==> src/qarc_pkg.sv <==
// ----------------------------------------------------------------------------
// qarc_pkg
// Shared types and constants for the quaternion attitude rate command block.
// ----------------------------------------------------------------------------
`default_nettype none

package qarc_pkg;

    localparam int QUAT_FRAC_BITS_DEF = 14;

    localparam int QUAT_W    = 16;
    localparam int RATE_W    = 16;
    localparam int GAIN_W    = 12;
    localparam int GAIN_FRAC = 8;
    localparam int RATE_FRAC = 10;

    // APB register file
    localparam int APB_ADDR_W = 4;
    localparam int APB_DATA_W = 32;

    localparam logic [1:0] REG_GAIN_ROLL  = 2'd0;
    localparam logic [1:0] REG_GAIN_PITCH = 2'd1;
    localparam logic [1:0] REG_GAIN_YAW   = 2'd2;

    localparam logic [GAIN_W-1:0] GAIN_ROLL_RST  = 12'd1664;
    localparam logic [GAIN_W-1:0] GAIN_PITCH_RST = 12'd1664;
    localparam logic [GAIN_W-1:0] GAIN_YAW_RST   = 12'd717;

    typedef struct packed {
        logic signed [QUAT_W-1:0] w;
        logic signed [QUAT_W-1:0] x;
        logic signed [QUAT_W-1:0] y;
        logic signed [QUAT_W-1:0] z;
    } quat_t;

    typedef struct packed {
        logic [GAIN_W-1:0] roll;
        logic [GAIN_W-1:0] pitch;
        logic [GAIN_W-1:0] yaw;
    } gains_t;

endpackage

`default_nettype wire

==> src/qarc_regs.sv <==
// ----------------------------------------------------------------------------
// qarc_regs
// APB register file holding the three attitude gains.
// ----------------------------------------------------------------------------
`default_nettype none

module qarc_regs
(
    input  wire logic                                clk,
    input  wire logic                                rst_n,
    input  wire logic                                psel,
    input  wire logic                                penable,
    input  wire logic                                pwrite,
    input  wire logic [qarc_pkg::APB_ADDR_W-1:0]     paddr,
    input  wire logic [qarc_pkg::APB_DATA_W-1:0]     pwdata,
    output logic      [qarc_pkg::APB_DATA_W-1:0]     prdata,
    output logic                                     pready,
    output qarc_pkg::gains_t                         gains
);

    qarc_pkg::gains_t gains_reg;
    logic [1:0]       idx;
    logic             wr_en;

    assign idx    = paddr[qarc_pkg::APB_ADDR_W-1:2];
    assign wr_en  = psel && penable && pwrite;
    assign pready = 1'b1;
    assign gains  = gains_reg;

    always_ff @(posedge clk or negedge rst_n)
    begin
        if (!rst_n)
        begin
            gains_reg.roll  <= qarc_pkg::GAIN_ROLL_RST;
            gains_reg.pitch <= qarc_pkg::GAIN_PITCH_RST;
            gains_reg.yaw   <= qarc_pkg::GAIN_YAW_RST;
        end
        else if (wr_en)
        begin
            case (idx)
                qarc_pkg::REG_GAIN_ROLL:  gains_reg.roll  <= pwdata[qarc_pkg::GAIN_W-1:0];
                qarc_pkg::REG_GAIN_PITCH: gains_reg.pitch <= pwdata[qarc_pkg::GAIN_W-1:0];
                qarc_pkg::REG_GAIN_YAW:   gains_reg.yaw   <= pwdata[qarc_pkg::GAIN_W-1:0];
                default: ;
            endcase
        end
    end

    always_comb
    begin
        case (idx)
            qarc_pkg::REG_GAIN_ROLL:
                prdata = qarc_pkg::APB_DATA_W'(gains_reg.roll);
            qarc_pkg::REG_GAIN_PITCH:
                prdata = qarc_pkg::APB_DATA_W'(gains_reg.pitch);
            qarc_pkg::REG_GAIN_YAW:
                prdata = qarc_pkg::APB_DATA_W'(gains_reg.yaw);
            default:
                prdata = '0;
        endcase
    end

endmodule

`default_nettype wire

==> config.mk <==
export PLATFORM = sky130hd
export DESIGN_NAME = qarc_regs
export DESIGN_NICKNAME = d
export VERILOG_FILES = /design/src/qarc_pkg.sv /design/src/qarc_regs.sv
export SDC_FILE = /design/constraint.sdc
export NUM_CORES = 1
export LEC_CHECK = 0
export BUFFER_PORTS_ARGS = -buffer_cell sky130_fd_sc_hd__buf_2
export CORE_MARGIN = 1
export CORE_UTILIZATION = 45
export DETAILED_ROUTE_END_ITERATION = 7
export PLACE_DENSITY = 0.83
export SYNTH_ARGS = -nofsm -noshare
export SYNTH_HDL_FRONTEND = slang
export SYNTH_SLANG_ARGS = --single-unit
==> constraint.sdc <==
create_clock -name clk -period 2 [get_ports clk]
set_input_delay 0.3 -clock clk [delete_from_list [all_inputs] [get_ports clk]]
set_output_delay 0.3 -clock clk [all_outputs]
set_load 0.02 [all_outputs]
# [After elaboration in Yosys (flattened, before gate mapping)]
# Index checks and enable logic that the tools add are counted.
[totals] ff_bits=36 inputBits=41 out_inout_bits=69
[op_classes] n_eq_ne=2 n_mux=1 reduce_logical=6
[ops] operator="12-bit case mux with 3 select lines" count=1
[ops] operator="2-bit AND reduction" count=3
[ops] operator="2-bit by 1-bit equality test with 1-bit output (second input constant)" count=1
[ops] operator="2-bit equality test (second input constant)" count=1
[ops] operator="1-bit logical AND" count=2
[ops] operator="2-bit logical NOT" count=1

# [Depth between registers and ports, before layout]
[logic_depth] depth_word=3 depth_mapped=5 mapped_depth_nobuf=3

# [Worst setup path before layout]
# Ideal clock, no wire load.
[synth_timing] path_type="input-to-output" start="input paddr[2] in the netlist's numbering" end="output prdata[1] in the netlist's numbering" arrival_ns=1.265 t_required_ns=1.700 setup_slack_ns=0.435 stages=4 path_cell_list="buf_4 -> buf_2 -> mux2i_1 -> o21ai_0"
[synth_via] elab_chain_len=2 word_cells_on_any_way=4 cone_classes="eq/ne: 2; mux: 1; reduce/logical: 1"
[synth_lines] element="start, declared" line="qarc_regs.sv:14" text="input wire logic [qarc_pkg::APB_ADDR_W-1:0] paddr,"
[synth_lines] element="2-bit equality test (tied with other cells)" line="qarc_regs.sv:51" text="case (idx)"
[synth_lines] element="12-bit case mux with 3 select lines (*)" line="qarc_regs.sv:51"
[synth_lines] element="end, declared" line="qarc_regs.sv:16" text="output logic [qarc_pkg::APB_DATA_W-1:0] prdata,"
# Every way passes the cells marked *; elsewhere a longest branch is shown, timed or not.

# [Worst setup path in the final report]
[layout_timing] start="input paddr[3] in the netlist's numbering" end="output prdata[2] in the netlist's numbering"
# Same word-level chain as after synthesis.

==> flow_summary_export.csv <==
group,metric,value,unit
route,topRoutingLayerUsed,"met4",
global_route,grt_pass1_wl,6000,microns
global_route,antenna_found_initial,0,
outcome,status,"finished clean",
route,wl_met2,1790,microns
route,drc,0,
die,chipWidth,65.8,microns
clock_network,post_cts_resized,0,
power_and_ir_drop,ir_worst_vdd,0.000805,V
logic_synthesis,ys_warn_count,0,
timing,rsz0062_at_grt,"false",
timing,fmaxAchievable,636,MHz
worst_setup_path,end_kind,"output pin",
power_and_ir_drop,swShare,36.2,%
timing,hold_viol,0,
logic_synthesis,syn_area_per_cell,12.8,sq um
min_path,hp-class,"primary input to asynchronous set/reset pin",
die,start_util,48.5,%
power_and_ir_drop,p_comb_share,35.5,%
clock_network,root_buffer,"clkbuf_8",
layout,final_util,59.2,%
timing,fin_crit_sh,78.7,%
route,vias,1267,
die,ios,110,
logic_synthesis,yosysTopAreaCell,"dfrtp_1",
die,fp.dieH,65.8,microns
layout,diodes,0,
worst_setup_path,cp.arrival,1.27,ns
die,coreArea,0.00377,sq mm
clock_network,cts_tree,"built",
timing,skew,0,ns
logic_synthesis,synthTopCellsByArea,"dfrtp_1 (33%), dfstp_2 (17%), mux2_2 (16%), buf_4 (9.8%), mux2_4 (8.2%)",
route,wl,3660,microns
timing,drv_slew,0,
logic_synthesis,ys_ff_latch,36,
power_and_ir_drop,power_density,1080,mW/mm^2
timing,setup_ws,0.427,ns
worst_setup_path,cp_max_fo,16,
power_and_ir_drop,power.internal,1.54,mW
global_route,grt_pass1_vias,1206,
logic_synthesis,yosysSeqAreaShare,50.0,%
timing,slew_headroom,48.1,%
clock_network,postCtsHoldBufs,0,
route,vias_per_cell,4.82,
timing,tightestPinTransition,0.778,ns
global_route,track_usage,19.3,%
layout,nets,255,
worst_setup_path,start_kind,"primary input",
clock_network,clockBufferDepth,2,
placement,place_congestion,0.778,
logic_synthesis,synthDistinctLibCells,17,
run,cap_violations,0,
timing,fin_setup_tns,0,ns
route,drt-wirelength-per-cell,13.9,microns
placement,numPortBuffers,66,
clock_network,clk_pin_slew,0.06,ns
placement,hpwlAfterDp,2690,microns
global_route,grt-ovfl-total,0,
route,dr.pass1.iters,4,
worst_setup_path,criticalPathCategory,"primary input to output pin",
layout,layout_common_cells,"buf_2 (66), mux2_2 (26), dfrtp_1 (24)",
route,drtIter0Drc,37,
clock_network,postCtsSetupBuffers,0,
timing,worst_hold_slack,0.0887,ns
clock_network,cts_max_level,2,
clock_network,numCtsBuffers,5,
clock_network,clock-sinks,36,
power_and_ir_drop,power_frac_seq,44.3,%
die,dieArea,0.00433,sq mm
power_and_ir_drop,p_leak,1.16,nW
clock_network,clk_latency,0.29,ns
route,drtAntennaViolNets,0,
global_route,grt_max_degree,37,
layout,largest_register_ffs,36,
placement,post-place-ws,0.392,ns
timing,setup_violations,0,
layout,post_route_cells_drive_above_1_share,60.0,%
logic_synthesis,synth_top_area_share,32.8,%
logic_synthesis,netlist_instances,143,
route,routedLengthMet1,1570,microns
layout,synthToLayoutAreaGrowth,21.9,%
power_and_ir_drop,p_switching,0.876,mW
die,rows,22,
layout,mostFrequentLayoutCell,"buf_2",
power_and_ir_drop,clkPwrFrac,20.1,%
timing,fin_crit,1.57,ns
logic_synthesis,synth_area,0.00183,sq mm
worst_setup_path,required,1.70,ns
route,wl_met3,236,microns
-- worst paths after layout --
path,endpoint,start,cells past startpoint,slack (ns)
setup / recovery,prdata[2],paddr[3],6,0.43
hold / removal,gains[25],rst_n,1,0.09
setup reg to reg,gains[16],gains[16],1,1.21
hold reg to reg,gains[12],gains[12],1,0.53
max in group asynchronous,gains[15],rst_n,1,1.42
min in group clk,gains[25],pwdata[1],2,0.27
-- per-stage QoR --
step / instance area, sq um / total power [mW] / instances
after floorplan: 1900 / 1.67 / 162
after global placement: 2150 / 1.93 / 255
after detailed placement: 2150 / 1.95 / 255
after CTS: 2230 / 2.45 / 263
after global routing: 2230 / 2.56 / 263
final: 2230 / 2.42 / 263
-- Yosys cell counts, drive strengths merged --
library cell	count
clkbuf	2
nor2b	1
conb	2
mux2i	12
mux2	36
dfstp	12
nor3	1
nor3b	1
o21ai	12
or3b	1
dfrtp	24
nand3	1
nand2	12
buf	26
-- logic make-up (layout without fill, tap and decap cells) --
group	after synthesis	after routing	share of synthesized area, %
AOI/OAI and AO/OA	12	12	3.28
buffers and inverters	28	81	11.1
DFF	36	36	50.0
muxes	48	48	30.8
other	2	21	0.410
and+or+nand+nor	17	17	4.37
-- worst max-delay path, cell delays in order --
cell	delay, ns
buf_2	0.26
nor2b_1	0.21
buf_4	0.17
nand2_1	0.05
o21ai_0	0.07
buf_2	0.19
-- area by class of cell --
type | instances | area [sq um]
well taps | 48 | 60.1
fillers | 314 | 1540
clock buffers | 8 | 80.1
repair buffers | 73 | 383
flip-flops and latches | 36 | 916
multi-input cells | 98 | 792
-- power by group through the flow --
stage,Clock (mW),Combinational (mW),Sequential [mW]
6_report,0.487,0.860,1.07
5_1_grt,0.547,0.914,1.10
4_1_cts,0.510,0.871,1.07
3_5_place_dp,0,0.872,1.08
3_3_place_gp,0,0.852,1.07
2_1_floorplan,0,0.388,1.28
-- per-layer routing --
metal  up-vias  GRT usage (%)
li1        592              -
met1       609           23.6
met2        61           31.8
met4         0           10.3
met3         5           3.97
met5         -              0
(Power assumes the default switching activity.)
