File: src/qarc_pkg.sv
// ----------------------------------------------------------------------------
// qarc_pkg
// Shared types and constants for the quaternion attitude rate command block.
// ----------------------------------------------------------------------------
`default_nettype none

package qarc_pkg;

    localparam int QUAT_FRAC_BITS_DEF = 14;

    localparam int QUAT_W    = 16;
    localparam int RATE_W    = 16;
    localparam int GAIN_W    = 12;
    localparam int GAIN_FRAC = 8;
    localparam int RATE_FRAC = 10;

    // APB register file
    localparam int APB_ADDR_W = 4;
    localparam int APB_DATA_W = 32;

    localparam logic [1:0] REG_GAIN_ROLL  = 2'd0;
    localparam logic [1:0] REG_GAIN_PITCH = 2'd1;
    localparam logic [1:0] REG_GAIN_YAW   = 2'd2;

    localparam logic [GAIN_W-1:0] GAIN_ROLL_RST  = 12'd1664;
    localparam logic [GAIN_W-1:0] GAIN_PITCH_RST = 12'd1664;
    localparam logic [GAIN_W-1:0] GAIN_YAW_RST   = 12'd717;

    typedef struct packed {
        logic signed [QUAT_W-1:0] w;
        logic signed [QUAT_W-1:0] x;
        logic signed [QUAT_W-1:0] y;
        logic signed [QUAT_W-1:0] z;
    } quat_t;

    typedef struct packed {
        logic [GAIN_W-1:0] roll;
        logic [GAIN_W-1:0] pitch;
        logic [GAIN_W-1:0] yaw;
    } gains_t;

endpackage

`default_nettype wire

File: src/qarc_rate.sv
// ----------------------------------------------------------------------------
// qarc_rate
// Two-stage rate command: signed gain multiply, then rescale and saturate.
// ----------------------------------------------------------------------------
`default_nettype none

module qarc_rate
#(
    parameter int QUAT_FRAC_BITS = qarc_pkg::QUAT_FRAC_BITS_DEF,
    localparam int ERR_W = 2 * (qarc_pkg::QUAT_W + 1) - QUAT_FRAC_BITS + 2
)
(
    input  wire logic                           clk,
    input  wire logic                           rst_n,
    input  wire logic                           err_valid,
    output logic                                err_ready,
    input  wire logic signed [ERR_W-1:0]        err_v [3],
    input  wire logic                           err_neg,
    input  wire qarc_pkg::gains_t               gains,
    output logic                                out_valid,
    input  wire logic                           out_ready,
    output logic signed [qarc_pkg::RATE_W-1:0]  rate [3]
);

    localparam int SE_W   = ERR_W + 1;
    localparam int PROD_W = SE_W + qarc_pkg::GAIN_W + 1;
    // the factor of two folds into the shift
    localparam int SHIFT  = QUAT_FRAC_BITS + qarc_pkg::GAIN_FRAC - qarc_pkg::RATE_FRAC - 1;
    localparam logic signed [PROD_W-1:0] SAT_HI = PROD_W'(2 ** (qarc_pkg::RATE_W - 1) - 1);
    localparam logic signed [PROD_W-1:0] SAT_LO = -SAT_HI - PROD_W'(1);

    logic [qarc_pkg::GAIN_W-1:0]        g [3];
    logic signed [PROD_W-1:0]           prod_next [3];
    logic signed [PROD_W-1:0]           prod_reg  [3];
    logic signed [qarc_pkg::RATE_W-1:0] rate_next [3];
    logic signed [qarc_pkg::RATE_W-1:0] rate_reg  [3];

    logic v3_reg;
    logic v4_reg;
    logic adv3;
    logic adv4;

    assign adv4      = !v4_reg || out_ready;
    assign adv3      = !v3_reg || adv4;
    assign err_ready = adv3;

    assign g[0] = gains.roll;
    assign g[1] = gains.pitch;
    assign g[2] = gains.yaw;

    for (genvar k = 0; k < 3; k++)
    begin : g_axis
        logic signed [SE_W-1:0]   e_ext;
        logic signed [SE_W-1:0]   se;
        logic signed [PROD_W-1:0] sh;

        assign e_ext        = SE_W'(err_v[k]);
        // zero scalar part counts as positive
        assign se           = err_neg ? -e_ext : e_ext;
        assign prod_next[k] = se * $signed({1'b0, g[k]});

        assign sh = prod_reg[k] >>> SHIFT;

        always_comb
        begin
            if (sh > SAT_HI)
            begin
                rate_next[k] = SAT_HI[qarc_pkg::RATE_W-1:0];
            end
            else if (sh < SAT_LO)
            begin
                rate_next[k] = SAT_LO[qarc_pkg::RATE_W-1:0];
            end
            else
            begin
                rate_next[k] = sh[qarc_pkg::RATE_W-1:0];
            end
        end
    end

    always_ff @(posedge clk or negedge rst_n)
    begin
        if (!rst_n)
        begin
            v3_reg <= 1'b0;
            v4_reg <= 1'b0;
        end
        else
        begin
            if (adv3)
            begin
                v3_reg <= err_valid;
            end
            if (adv4)
            begin
                v4_reg <= v3_reg;
            end
        end
    end

    always_ff @(posedge clk)
    begin
        if (adv3 && err_valid)
        begin
            prod_reg <= prod_next;
        end
        if (adv4 && v3_reg)
        begin
            rate_reg <= rate_next;
        end
    end

    assign out_valid = v4_reg;
    assign rate      = rate_reg;

    // a stalled output must hold the product stage
    a_no_drop: assert property (@(posedge clk) disable iff (!rst_n)
        (v3_reg && v4_reg && !out_ready) |=> v3_reg)
        else $error("product stage dropped during output stall");

    a_load: assert property (@(posedge clk) disable iff (!rst_n)
        (err_valid && err_ready) |=> v3_reg)
        else $error("error transaction not captured");

    a_zero: assert property (@(posedge clk) disable iff (!rst_n)
        (v3_reg && adv4 && (prod_reg[0] == '0)) |=> (rate_reg[0] == '0))
        else $error("zero product gave non-zero roll rate");

endmodule

`default_nettype wire

File: config.mk
export PLATFORM = sky130hd
export DESIGN_NAME = qarc_rate
export DESIGN_NICKNAME = d
export VERILOG_FILES = /design/src/qarc_pkg.sv /design/src/qarc_rate.sv
export SDC_FILE = /design/constraint.sdc
export NUM_CORES = 2
export LEC_CHECK = 0
export BUFFER_PORTS_ARGS = -buffer_cell sky130_fd_sc_hd__buf_4
export CAP_MARGIN = 20
export CORE_ASPECT_RATIO = 0.5
export CORE_MARGIN = 3
export CORE_UTILIZATION = 40
export DETAILED_ROUTE_END_ITERATION = 6
export GPL_TIMING_DRIVEN = 0
export MAX_ROUTING_LAYER = met4
export PLACE_DENSITY = 0.64
export SYNTH_ARGS = -nofsm -noshare
export SYNTH_HDL_FRONTEND = slang
export SYNTH_SLANG_ARGS = --single-unit
File: constraint.sdc
create_clock -name clk -period 3 [get_ports clk]
set_input_delay 0.3 -clock clk [delete_from_list [all_inputs] [get_ports clk]]
set_output_delay 0.3 -clock clk [all_outputs]
set_load 0.02 [all_outputs]
# Yosys cells after proc, flatten, opt, wreduce, memory -nomap -nowiden
# Index checks and enable logic that the tools add are counted.
[totals]
reg_bits = 158
word_cells = 32
in_bits = 107
output_inout_bits = 50
[classes]
multipliers = 3
add_sub_neg = 3
n_reduce_logical = 6
mux = 6
n_lt_le_gt_ge = 6
[op_table]
columns = ["operator", "count"]
rows = [
  ["$mul 23x13->36", 3],
  ["$gt 25x16->1 const B", 3],
  ["$lt 25x16->1 const B", 3],
  ["$mux 23", 3],
  ["$neg 22->23", 3],
  ["$mux 16", 3],
  ["$logic_and 1x1->1", 2],
  ["$logic_not 1->1", 2],
  ["$logic_or 1x1->1", 2],
]

# Depth between registers and ports, before layout
[depth]
depth_word = 4
mapped_depth = 30

# Worst setup path after synthesis
# Ideal clock, no wire load.
[synth_timing]
path_kind = "input to register"
from = "input err_v[50] (netlist bit)"
to = "register prod_reg (netlist bit g_axis[0].sh[24]), data pin"
cell_stages = 27
path_buffers = 1
arrival_time_ns = 6.999
path_slack_ns = -4.259
setup_ns = 0.260
t_required_ns = 2.740
path_cell_list = "or4_1 -> or4_1 -> nand2b_1 -> or3_4 -> o31ai_2 -> xnor2_1 -> buf_2 -> and2_1 -> fa_1 -> inv_1 -> fa_1 -> inv_1 -> fa_1 -> fa_1 -> inv_1 -> fa_1 -> inv_1 -> ha_1 -> a21oi_1 -> a21boi_0 -> a211oi_1 -> o21ai_1 -> a31o_2 -> o311a_1 -> a41oi_1 -> nand2b_1 -> xnor2_1"
[synth_rtl]
columns = ["element", "line", "rtl"]
rows = [
  ["from (decl)", "qarc_rate.sv:17", "input wire logic signed [ERR_W-1:0] err_v [3],"],
  ["to (signal assigned)", "qarc_rate.sv:105", "prod_reg <= prod_next;"],
  ["to (decl)", "qarc_rate.sv:34", "logic signed [PROD_W-1:0] prod_reg [3];"],
]

==> results by group <==
Status
  – Result of the run: finished with violations
  – Violations in the final reports: negative setup slack

Critical path
  – FF-to-FF Start: g_axis[2].sh[21]
  – R2R depth: 4
  – Cell type with the highest occurrence count on the critical path: sky130_fd_sc_hd__fa_1
  – Critical Path Fanout Max: 10
  – Worst path arrival time: 7.06 ns
  – Delay of the slowest cell on the worst path: 0.62 ns
  – Worst reg2reg path endpoint: rate[1]
  – Slowest cell on crit path: sky130_fd_sc_hd__fa_2
  – Kind of launch point of the worst setup path: primary input
  – Kind of capture point of the worst setup path: register
  – Worst reg-to-reg setup slack: roughly 0.93 ns
  – Critical path class: primary input to register
  – Required time reported for the critical path endpoint: 3.25 ns

Detailed routing
  – Count of nets left with antenna violations after detail routing: 0
  – Count of vias placed by the detailed router: 25400
  – Number of iterations in the first detailed-routing pass: 6
  – 1st-iter DRT viols: 1226
  – Wirelength per Cell: 17.9 µm
  – Detailed-route wire length: 92900 µm
  – Routed vias/inst: 4.92
  – DRC errors left: 0

Min path
  – Hold_sp: out_ready
  – Hold crit path type: primary input to register
  – Terminating pin of the worst hold path: out_valid
  – Hold-critical path depth: 3

STA
  – Max Freq: 147 MHz
  – Final worst path period need: about 7 ns
  – Pins over their slew limit: 0
  – Unrepaired setup endpoints after global routing: true
  – Minimum setup slack in the final design: -3.81 ns
  – Setup clock skew after layout: 0.00893 ns
  – Slew HR: 39.9%
  – Number of hold violations in the final report: 0
  – Measured slew at the worst slew-check pin: 0.876 ns
  – Final cycle utilization of the critical path: 227%
  – Final number of setup-violating endpoints: 75

Finish
  – NumNets Final: 5123
  – Number of flip-flops in the largest register: 75
  – Layout-stage area growth over the synthesis result: 23.0%
  – Post-Route Utilization: 50.0%
  – Layout cell share with drive strength beyond 1: between 20% and 30%

Synth
  – Most common flop cell mapped by yosys: sky130_fd_sc_hd__edfxtp_1
  – Area fraction of the dominant cell type after synthesis: 42.5%
  – Share of the yosys chip area belonging to registers: 10.9%
  – Yosys warnings: 0
  – Net count after synthesis: roughly 4800
  – Fraction of synthesis flops using an asynchronous set or reset pin: 1.60%
  – Top post-synthesis cells by area: sky130_fd_sc_hd__fa_1 43%, sky130_fd_sc_hd__edfxtp_1 11%, sky130_fd_sc_hd__inv_1 10%, sky130_fd_sc_hd__ha_1 8.8%, sky130_fd_sc_hd__and2_1 8.8%
  – Synthesized instance count: 3684
  – Post-Synthesis Mean Instance Area: 9.32 µm²
  – Area leader, netlist: sky130_fd_sc_hd__fa_1
  – Area of the mapped netlist: 0.0343 mm²
  – Number of unique standard cell types used by synthesis: 64
  – Flops & latches, synth: 125
  – Count of flip-flops with a built-in enable after synthesis: 123

Global route
  – Antenna violations before repair: 3
  – Overall global routing resource usage: 22.3%
  – Grt ovf: 0
  – Via count of the first global-routing pass: 27900
  – Pin count of the biggest net entering global routing: 59
  – Wire length of the first global-routing pass: about 150000 µm

Placed design
  – Quantity of I/O buffers inserted on ports: between 150 and 200
  – Routability congestion estimate: 0.913
  – Detail Placement HPWL: around 76000 µm

Clocking
  – Clock buffers created by TritonCTS: 17
  – TritonCTS clock tree: done
  – CTS Sinks: between 100 and 150
  – Register clock-pin slew on the reported worst setup and hold paths: 0.07 ns
  – Cell at the root of the clock tree: sky130_fd_sc_hd__clkbuf_16
  – Number of buffers on the longest clock path: 2
  – Deepest level of the CTS H-tree: 4
  – Worst skew pair latency: 0.50 ns

Die
  – Number of top-level pins: 157
  – Number of rows created at floorplan: 75
  – Floorplan die area: 0.0896 mm²
  – Core region area: around 0.084 mm²
  – DIE WIDTH: 420 µm
  – Initial cell density of the core: 40.6%
  – Vertical die dimension: 213 µm

Job
  – Maximum capacitance violations: 0
metal layers:
metal  up-vias  GRT usage, %  routed length, µm
met4         0          7.07               2950
met3       160          3.16               3610
li1      11600             -                  -
met5         -             -                  0
met2       522          39.8              48600
met1     13100          26.0              37800
metrics by stage:
step	instance area (µm²)	instances	hold WS [ns]	TNS (ns)	worst slack (ns)
finish	42200	5176	0.0960	-231.51	-3.81
global route	42200	5176	0.0881	-243.29	-3.99
CTS	41200	5136	0.0387	-226.28	-3.88
detailed placement	37700	4961	0.0856	-334.21	-5.51
global placement	37700	4956	0.0824	-414.17	-5.40
floorplan	35100	3684	0.00441	-228.28	-3.93
what timing repair did:
item	CTS	global route
buffers inserted	151	52
setup endpoints to repair	75	75
pin swaps	208	133
resized for setup	395	205
hold endpoints to repair	3	0
hold buffers	2	0
layout by cell type, fill, tap and decap left out, drive strengths merged, types with 4 or more instances in the layout:
master / n
nand4: 16
clkbuf: 151
o22ai: 4
nand2: 388
edfxtp: 123
nor3: 19
nor2b: 23
o31a: 5
xnor2: 119
clkinvlp: 6
nor4: 11
ha: 241
o41ai: 8
nand2b: 22
or3: 7
o21bai: 7
inv: 926
nand3: 16
nor2: 57
a21oi: 58
or4: 6
or2: 4
xor2: 52
and3: 4
a31oi: 10
and2: 481
buf: 362
a21o: 68
fa: 729
a211oi: 5
a21boi: 4
o21a: 11
o21ai: 52
a31o: 6
o31ai: 15
final cells by class:
| class | instances | area [µm²] |
|---|---|---|
| Tap cell | 1116 | 1400 |
| Multi-Input combinational cell | 2484 | 29000 |
| Antenna cell | 1 | 2.50 |
| Fill cell | 7640 | 42200 |
| Sequential cell | 125 | 3740 |
| Clock buffer | 17 | 425 |
| Inverter | 920 | 3500 |
| Clock inverter | 15 | 153 |
| Timing Repair Buffer | 343 | 2940 |
| Buffer | 155 | 1050 |
worst max-delay path: cells and delay by family:
kind / cells / cell delay [ns]
xor+xnor: 1 / 0.08
fa+ha+maj: 6 / 2.90
compound gates: 4 / 0.90
buf+inv: 6 / 0.74
simple gates: 8 / 2.09
synth_stat cells (3+ instances only):
library cell	instances
sky130_fd_sc_hd__nand2b_1	22
sky130_fd_sc_hd__or4_1	6
sky130_fd_sc_hd__fa_1	729
sky130_fd_sc_hd__a21oi_1	57
sky130_fd_sc_hd__nand3_1	16
sky130_fd_sc_hd__a21boi_0	4
sky130_fd_sc_hd__o311a_1	3
sky130_fd_sc_hd__a211oi_1	5
sky130_fd_sc_hd__nor2b_1	23
sky130_fd_sc_hd__o22ai_1	4
sky130_fd_sc_hd__edfxtp_1	123
sky130_fd_sc_hd__a31o_2	6
sky130_fd_sc_hd__and3_1	4
sky130_fd_sc_hd__inv_1	920
sky130_fd_sc_hd__o211a_1	3
sky130_fd_sc_hd__xor2_1	52
sky130_fd_sc_hd__nor4_1	11
sky130_fd_sc_hd__and2_1	481
sky130_fd_sc_hd__clkbuf_1	151
sky130_fd_sc_hd__o31a_1	5
sky130_fd_sc_hd__o41a_1	3
sky130_fd_sc_hd__ha_1	241
sky130_fd_sc_hd__nor2_1	57
sky130_fd_sc_hd__o41ai_1	8
sky130_fd_sc_hd__o21bai_1	7
sky130_fd_sc_hd__a211o_1	3
sky130_fd_sc_hd__nor3_1	19
sky130_fd_sc_hd__o21ai_0	50
sky130_fd_sc_hd__o31ai_1	14
sky130_fd_sc_hd__o2111ai_1	3
sky130_fd_sc_hd__xnor2_1	119
sky130_fd_sc_hd__a21o_1	68
sky130_fd_sc_hd__o21a_1	11
sky130_fd_sc_hd__mux2i_1	3
sky130_fd_sc_hd__a31oi_1	10
sky130_fd_sc_hd__or2_2	4
sky130_fd_sc_hd__nand4_1	16
sky130_fd_sc_hd__or3_1	6
sky130_fd_sc_hd__nand2_1	388
worst max path at each step:
stage               from          endpoint  slack, ns  cells after the start
6_report       err_v[50]  g_axis[0].sh[22]      -3.81                     25
2_1_floorplan  err_v[50]  g_axis[0].sh[24]      -3.93                     27
3_5_place_dp     err_neg  g_axis[0].sh[22]      -5.51                     25
5_1_grt        err_v[50]  g_axis[0].sh[24]      -3.99                     28
4_1_cts        err_v[50]  g_axis[0].sh[24]      -3.88                     28
3_3_place_gp   err_v[44]  g_axis[0].sh[24]      -5.40                     29
kinds of logic after synthesis:
| kind of cell | share of synthesized area, % |
|---|---|
| buffers and inverters | 11.8 |
| adder cells (fa/ha/maj) | 51.3 |
| AO/OA/AOI/OAI | 5.46 |
| multiplexers | 0.120 |
| AND/OR/NAND/NOR | 16.1 |
| XOR/XNOR | 4.36 |
| flip-flops | 10.9 |
Power is not shown: default switching activity piles up to over one toggle a cycle in this logic, so the estimate is an artifact.
